`config.mk`:
```
export PLATFORM = sky130hd
export DESIGN_NAME = bxds_ctrl
export DESIGN_NICKNAME = d
export VERILOG_FILES = /design/src/rtl/bxds_pkg.sv /design/src/rtl/bxds_ctrl.sv
export SDC_FILE = /design/constraint.sdc
export NUM_CORES = 1
export LEC_CHECK = 0
export BUFFER_PORTS_ARGS = -buffer_cell sky130_fd_sc_hd__buf_2
export CAP_MARGIN = 10
export CELL_PAD_IN_SITES_DETAIL_PLACEMENT = 0
export CELL_PAD_IN_SITES_GLOBAL_PLACEMENT = 1
export CORE_AREA = 2 2 39 41
export DETAILED_ROUTE_END_ITERATION = 12
export DIE_AREA = 0 0 41 43
export PLACE_DENSITY = 0.46
export SLEW_MARGIN = 15
export SYNTH_ARGS = -nofsm -noshare
export SYNTH_HDL_FRONTEND = slang
export SYNTH_SLANG_ARGS = --single-unit
export TNS_END_PERCENT = 100
```
`constraint.sdc`:
```
create_clock -name clk -period 1 [get_ports clk]
set_input_delay 0.2 -clock clk [delete_from_list [all_inputs] [get_ports clk]]
set_output_delay 0.2 -clock clk [all_outputs]
set_load 0.01 [all_outputs]
```
`src/rtl/bxds_pkg.sv`:
```
// Shared types, constants and lookup tables for the box-average downsampler.
// Used by every module of the block but bxds_ram; no dependencies of its own.
`timescale 1ns / 1ps
`default_nettype none

package bxds_pkg;

    localparam int MAX_SRC_WIDTH  = 1024;
    localparam int MAX_SRC_HEIGHT = 4096;
    localparam int MAX_FACTOR     = 8;

    // counter widths
    localparam int COL_W = $clog2(MAX_SRC_WIDTH);
    localparam int ROW_W = $clog2(MAX_SRC_HEIGHT);
    localparam int SUB_W = $clog2(MAX_FACTOR);

    // configuration register widths
    localparam int WIDTH_CFG_W  = 11;
    localparam int HEIGHT_CFG_W = 13;
    localparam int FACTOR_CFG_W = 4;
    localparam int CFG_DATA_W   = 13;
    localparam int CFG_IDX_W    = 2;

    localparam logic [CFG_IDX_W-1:0] REG_SRC_WIDTH  = 2'd0;
    localparam logic [CFG_IDX_W-1:0] REG_SRC_HEIGHT = 2'd1;
    localparam logic [CFG_IDX_W-1:0] REG_FACTOR     = 2'd2;

    localparam logic [WIDTH_CFG_W-1:0]  WIDTH_RESET  = 11'd1024;
    localparam logic [HEIGHT_CFG_W-1:0] HEIGHT_RESET = 13'd4096;
    localparam logic [FACTOR_CFG_W-1:0] FACTOR_RESET = 4'd4;

    // stream payload widths
    localparam int PIX_W     = 8;
    localparam int OCOL_W    = 10;
    localparam int OROW_W    = 12;
    localparam int S_TDATA_W = 8;
    localparam int M_TDATA_W = 32;

    // datapath widths
    localparam int PART_W      = 11;  // one block row: up to 8 * 255
    localparam int SUM_W       = 14;  // one block: up to 64 * 255
    localparam int AREA_W      = 7;
    localparam int NUM_W       = SUM_W + 1;
    localparam int RECIP_W     = 24;
    localparam int RECIP_SHIFT = 24;
    localparam int PROD_W      = NUM_W + RECIP_W;

    typedef enum logic [1:0] {
        ST_RUN,
        ST_SUM,
        ST_MUL,
        ST_OUT
    } state_t;

    typedef struct packed {
        logic accept;    // pixel transfer this cycle
        logic sum_en;    // column accumulator read-modify-write
        logic mul_en;    // reciprocal multiply
        logic out_load;  // load output register
    } cmd_t;

    typedef struct packed {
        logic close_col; // head pixel completes a block row
        logic blk_last;  // latched: that block row was the last of its block
        logic out_busy;  // output register full and not taken this cycle
    } status_t;

    function automatic logic [AREA_W-1:0] area_of(input logic [FACTOR_CFG_W-1:0] f);
        logic [AREA_W-1:0] a;
        case (f)
            4'd2:    a = 7'd4;
            4'd3:    a = 7'd9;
            4'd4:    a = 7'd16;
            4'd5:    a = 7'd25;
            4'd6:    a = 7'd36;
            4'd7:    a = 7'd49;
            4'd8:    a = 7'd64;
            default: a = 7'd1;
        endcase
        return a;
    endfunction

    // ceil(2^24 / (2 * f * f)); exact quotient for any 15-bit numerator
    function automatic logic [RECIP_W-1:0] recip_of(input logic [FACTOR_CFG_W-1:0] f);
        logic [RECIP_W-1:0] r;
        case (f)
            4'd2:    r = 24'd2097152;
            4'd3:    r = 24'd932068;
            4'd4:    r = 24'd524288;
            4'd5:    r = 24'd335545;
            4'd6:    r = 24'd233017;
            4'd7:    r = 24'd171197;
            4'd8:    r = 24'd131072;
            default: r = 24'd8388608;
        endcase
        return r;
    endfunction

endpackage

`default_nettype wire

```
`src/rtl/bxds_ctrl.sv`:
```
// Sequencer for the downsampler: pixel intake, accumulate, multiply, output load.
// Depends on bxds_pkg.
`timescale 1ns / 1ps
`default_nettype none

module bxds_ctrl (
    input  wire logic              clk,
    input  wire logic              rst_n,
    input  wire logic              s_tvalid,
    output      logic              s_tready,
    input  wire bxds_pkg::status_t status,
    output      bxds_pkg::cmd_t    cmd
);

    import bxds_pkg::*;

    state_t state_reg;
    state_t state_next;

    always_ff @(posedge clk or negedge rst_n)
    begin
        if (!rst_n)
        begin
            state_reg <= ST_RUN;
        end
        else
        begin
            state_reg <= state_next;
        end
    end

    always_comb
    begin
        state_next   = state_reg;
        s_tready     = 1'b0;
        cmd          = '0;
        case (state_reg)
            ST_RUN:
            begin
                s_tready   = 1'b1;
                cmd.accept = s_tvalid;
                if (s_tvalid && status.close_col)
                begin
                    state_next = ST_SUM;
                end
            end
            ST_SUM:
            begin
                cmd.sum_en = 1'b1;
                state_next = status.blk_last ? ST_MUL : ST_RUN;
            end
            ST_MUL:
            begin
                cmd.mul_en = 1'b1;
                state_next = ST_OUT;
            end
            ST_OUT:
            begin
                if (!status.out_busy)
                begin
                    cmd.out_load = 1'b1;
                    state_next   = ST_RUN;
                end
            end
            default:
            begin
                state_next = ST_RUN;
            end
        endcase
    end

endmodule

`default_nettype wire

```
Yosys cells after proc, flatten, opt, wreduce, memory -nomap -nowiden --
Index checks and enable logic that the tools add are counted.
Word-level totals: input bits 6, flip-flop bits (word level) 2, logic and storage cells 19, output and inout port bits 5
Cells by class: reductions and logical operators 3, equal/unequal tests 5, muxes and demuxes 10
Operators with widths (number):
- $pmux W2 S4 | 1
- $mux W1 | 6
- $mux W2 | 3
- $eq A2 B2 Y1 const B | 2
- $ne A2 B2 Y1 const B | 2
- $eq A2 B1 Y1 const B | 1
- $logic_not A2 Y1 | 1
- $reduce_and A2 Y1 | 1
- $logic_and A1 B1 Y1 | 1

Logic depth before layout (Yosys ltp) --
word-level depth 3, mapped depth 2, depth with buffers taken out 2

Worst setup path after synthesis --
Ideal clock, no wire load.
kind reg2out, start point register state_reg[0], end point output cmd[3] in the netlist's numbering, data arrival time 0.815 ns, cell stages (with the launch flop) 3, required time 0.800 ns, buffers on the path 0, path slack -0.015 ns, path through dfrtp_1 -> nor2_1 -> and2_1
RTL lines:
- start: declaration | line bxds_ctrl.sv:17 | state_t state_reg;
- start signal: assignment | line bxds_ctrl.sv:28 | state_reg <= state_next;
- end: declaration | line bxds_ctrl.sv:12 | output bxds_pkg::cmd_t cmd

==> metrics.yaml <==
status:
  status: "complete, but fails checks"
  violations: "negative setup slack"
timing:
  fin_setup_tns_ps: -697
  fin_crit_sh_pct: 119
  setup_viol: 5
  max_freq_ghz: 0.837
  finalWorstSetupSlack_ps: -194
  holdWs_ps: 232
  relSlewSlack_pct: 89.1
  maxSlewViolCount: 0
  fin_skew_ps: 2.20
  hold_viol_final: 0
  worstMarginPinSlew_ps: 164
  rsz0062_at_grt: "yes"
  min_period_ps: 1190
critical_path:
  r2r_cells: 3
  cp-start-kind: "flop"
  end_kind: "primary output"
  critPathKind: "reg2out"
  critPathArrivalTime_ps: 990
  required_ps: 800
  endpoint: "cmd[3]"
  r2r-start: "state_reg[0]"
  startpoint: "state_reg[0]"
  cp_max_fo: 6
  reg2reg_setup_slack_ps: 90
cts:
  ctsRootBufferMaster: "clkbuf_4"
  cts_tree: "done"
  htree_levels: 1
  clk_pin_slew_ps: 30
  clk_latency_ps: 220
  clockBufferDepth: 2
  cts_buffers: 3
  clock_sinks: 2
floorplan:
  chipHeight_um: 43
  pin_count: 11
  initial_core_util_pct: 8.05
  placementRows: 14
  coreArea_mm2: 0.00138
  dieArea_mm2: 0.00176
  die_x_um: 41
routing:
  drt_pass1_iterations: 2
  avgViaCountPerCell: 3.25
  m1WireLength_um: 153
  first_iter_violations: 2
  ant_nets: 0
  post-route-drc-count: 0
  wl_per_cell_um: 8.25
  wl_met3_um: 84
  vias: 143
  highest_layer: "met3"
  wirelength_um: 363
  wl_met2_um: 125
logic_synthesis:
  yosys.area.top_type: "dfrtp_1"
  yosysWarnings: 0
  netlist-cell-type-count: 9
  syn_nets: 18
  ys_ff_latch: 2
  syn_area_um2: 111
  synth_top_area_share_pct: 44.9
  synthCells: 12
  synth_seq_area_share_pct: 44.9
  synth_area_leaders: "dfrtp_1, a21oi_1, and3b_4, and2b_1, and2_1"
  syn_area_per_cell_um2: 9.28
worst_hold_path:
  hold_path_class: "in2reg"
  holdPathStages: 3
global_route:
  grt_max_degree: 7
  antenna_found_initial: 0
  grt_overflow_total: 0
  grt_pass1_wl_um: 586
  track_usage_pct: 5.92
  grt_pass1_vias: 163
final_layout:
  num-nets-final: 36
  diodes: 0
  layout-drive-gt1-share_pct: 67.9
  syn_to_final_growth_pct: 115
  stdcell_area_um2: 239
  final_core_util_pct: 17.3
pwr:
  ir_worst_vdd_mv: 0.524
  leakagePower_nw: 0.122
  power_density_mw_per_mm2: 2900
placed_design:
  pre_cts_slack_ps: 18.4
  placed_cell_area_um2: 191
  routabilityCongestion: 0.513
  io_buffers: 10
flow_run:
  drv_cap: 0
-- per-stage QoR --
step | total power [mW] | std cells
floorplan | 0.347 | 12
global placement | 0.482 | 39
detailed placement | 0.487 | 39
CTS | 0.708 | 44
global route | 0.777 | 44
finish | 0.693 | 44
-- kinds of logic after synthesis --
family / count (synthesis) / share of synthesized area (%)
flops: 2 / 44.9
simple gates: 7 / 41.6
compound gates: 3 / 13.5
-- cells in the mapped netlist --
cell type and n:
dfrtp_1 2, and3b_4 1, nand2_1 1, and2b_1 1
a21oi_1 3, nor2_1 1, nor2b_1 1, nor2_2 1
and2_1 1
-- cells in the final DEF (no fill, tap or decap), drive strengths merged --
cell type	n
a21oi	3
and2	1
and2b	1
and3b	1
buf	12
clkbuf	3
dfrtp	2
dlygate4sd3	1
nand2	1
nor2	2
nor2b	1
-- how the worst min path moves through the flow --
stage / from / to / slack, ps
global route: status[0] / state_reg[0] / 230
global placement: rst_n / state_reg[0] / -10
finish: status[1] / flop / 230
CTS: status[1] / flop / 230
floorplan: rst_n / asynchronous set/reset pin / -100
detailed placement: rst_n / state_reg[0] / -10
-- layout make-up --
cell class / instances / area, um^2
multi-input cells: 10 / 63.8
flip-flops and latches: 2 / 51.3
fillers: 154 / 1140
well taps: 16 / 20.0
repair buffers: 13 / 81.3
clock buffers: 3 / 22.5
-- metal layers --
metal	up-vias	GRT usage [%]
met5	-	0
met4	0	6.00
met2	11	5.63
met3	0	7.85
met1	59	5.47
li1	73	-
-- critical path: stages, from the launching register on --
cell     delay [ps]
dfrtp_2         420
nor2_2          120
and2_1          120
buf_2           120
-- where the power goes --
group | internal [mW] | total, mW | leakage, nW | switching (mW)
combinational | 0.190 | 0.338 | 0.0859 | 0.147
clock | 0.132 | 0.170 | 0.0138 | 0.0387
sequential | 0.128 | 0.185 | 0.0220 | 0.0574
total | 0.450 | 0.693 | 0.122 | 0.244
-- timing repair --
action / in CTS / in global routing
hold endpoints to repair: 2 / 0
gates resized for setup: 1 / 1
cloned: 0 / 0
buffers inserted: 1 / 0
endpoints found under the setup margin: 5 / 5
hold buffers: 1 / 0
pin swaps: 3 / 2
Power figures use the tool's default switching activity.
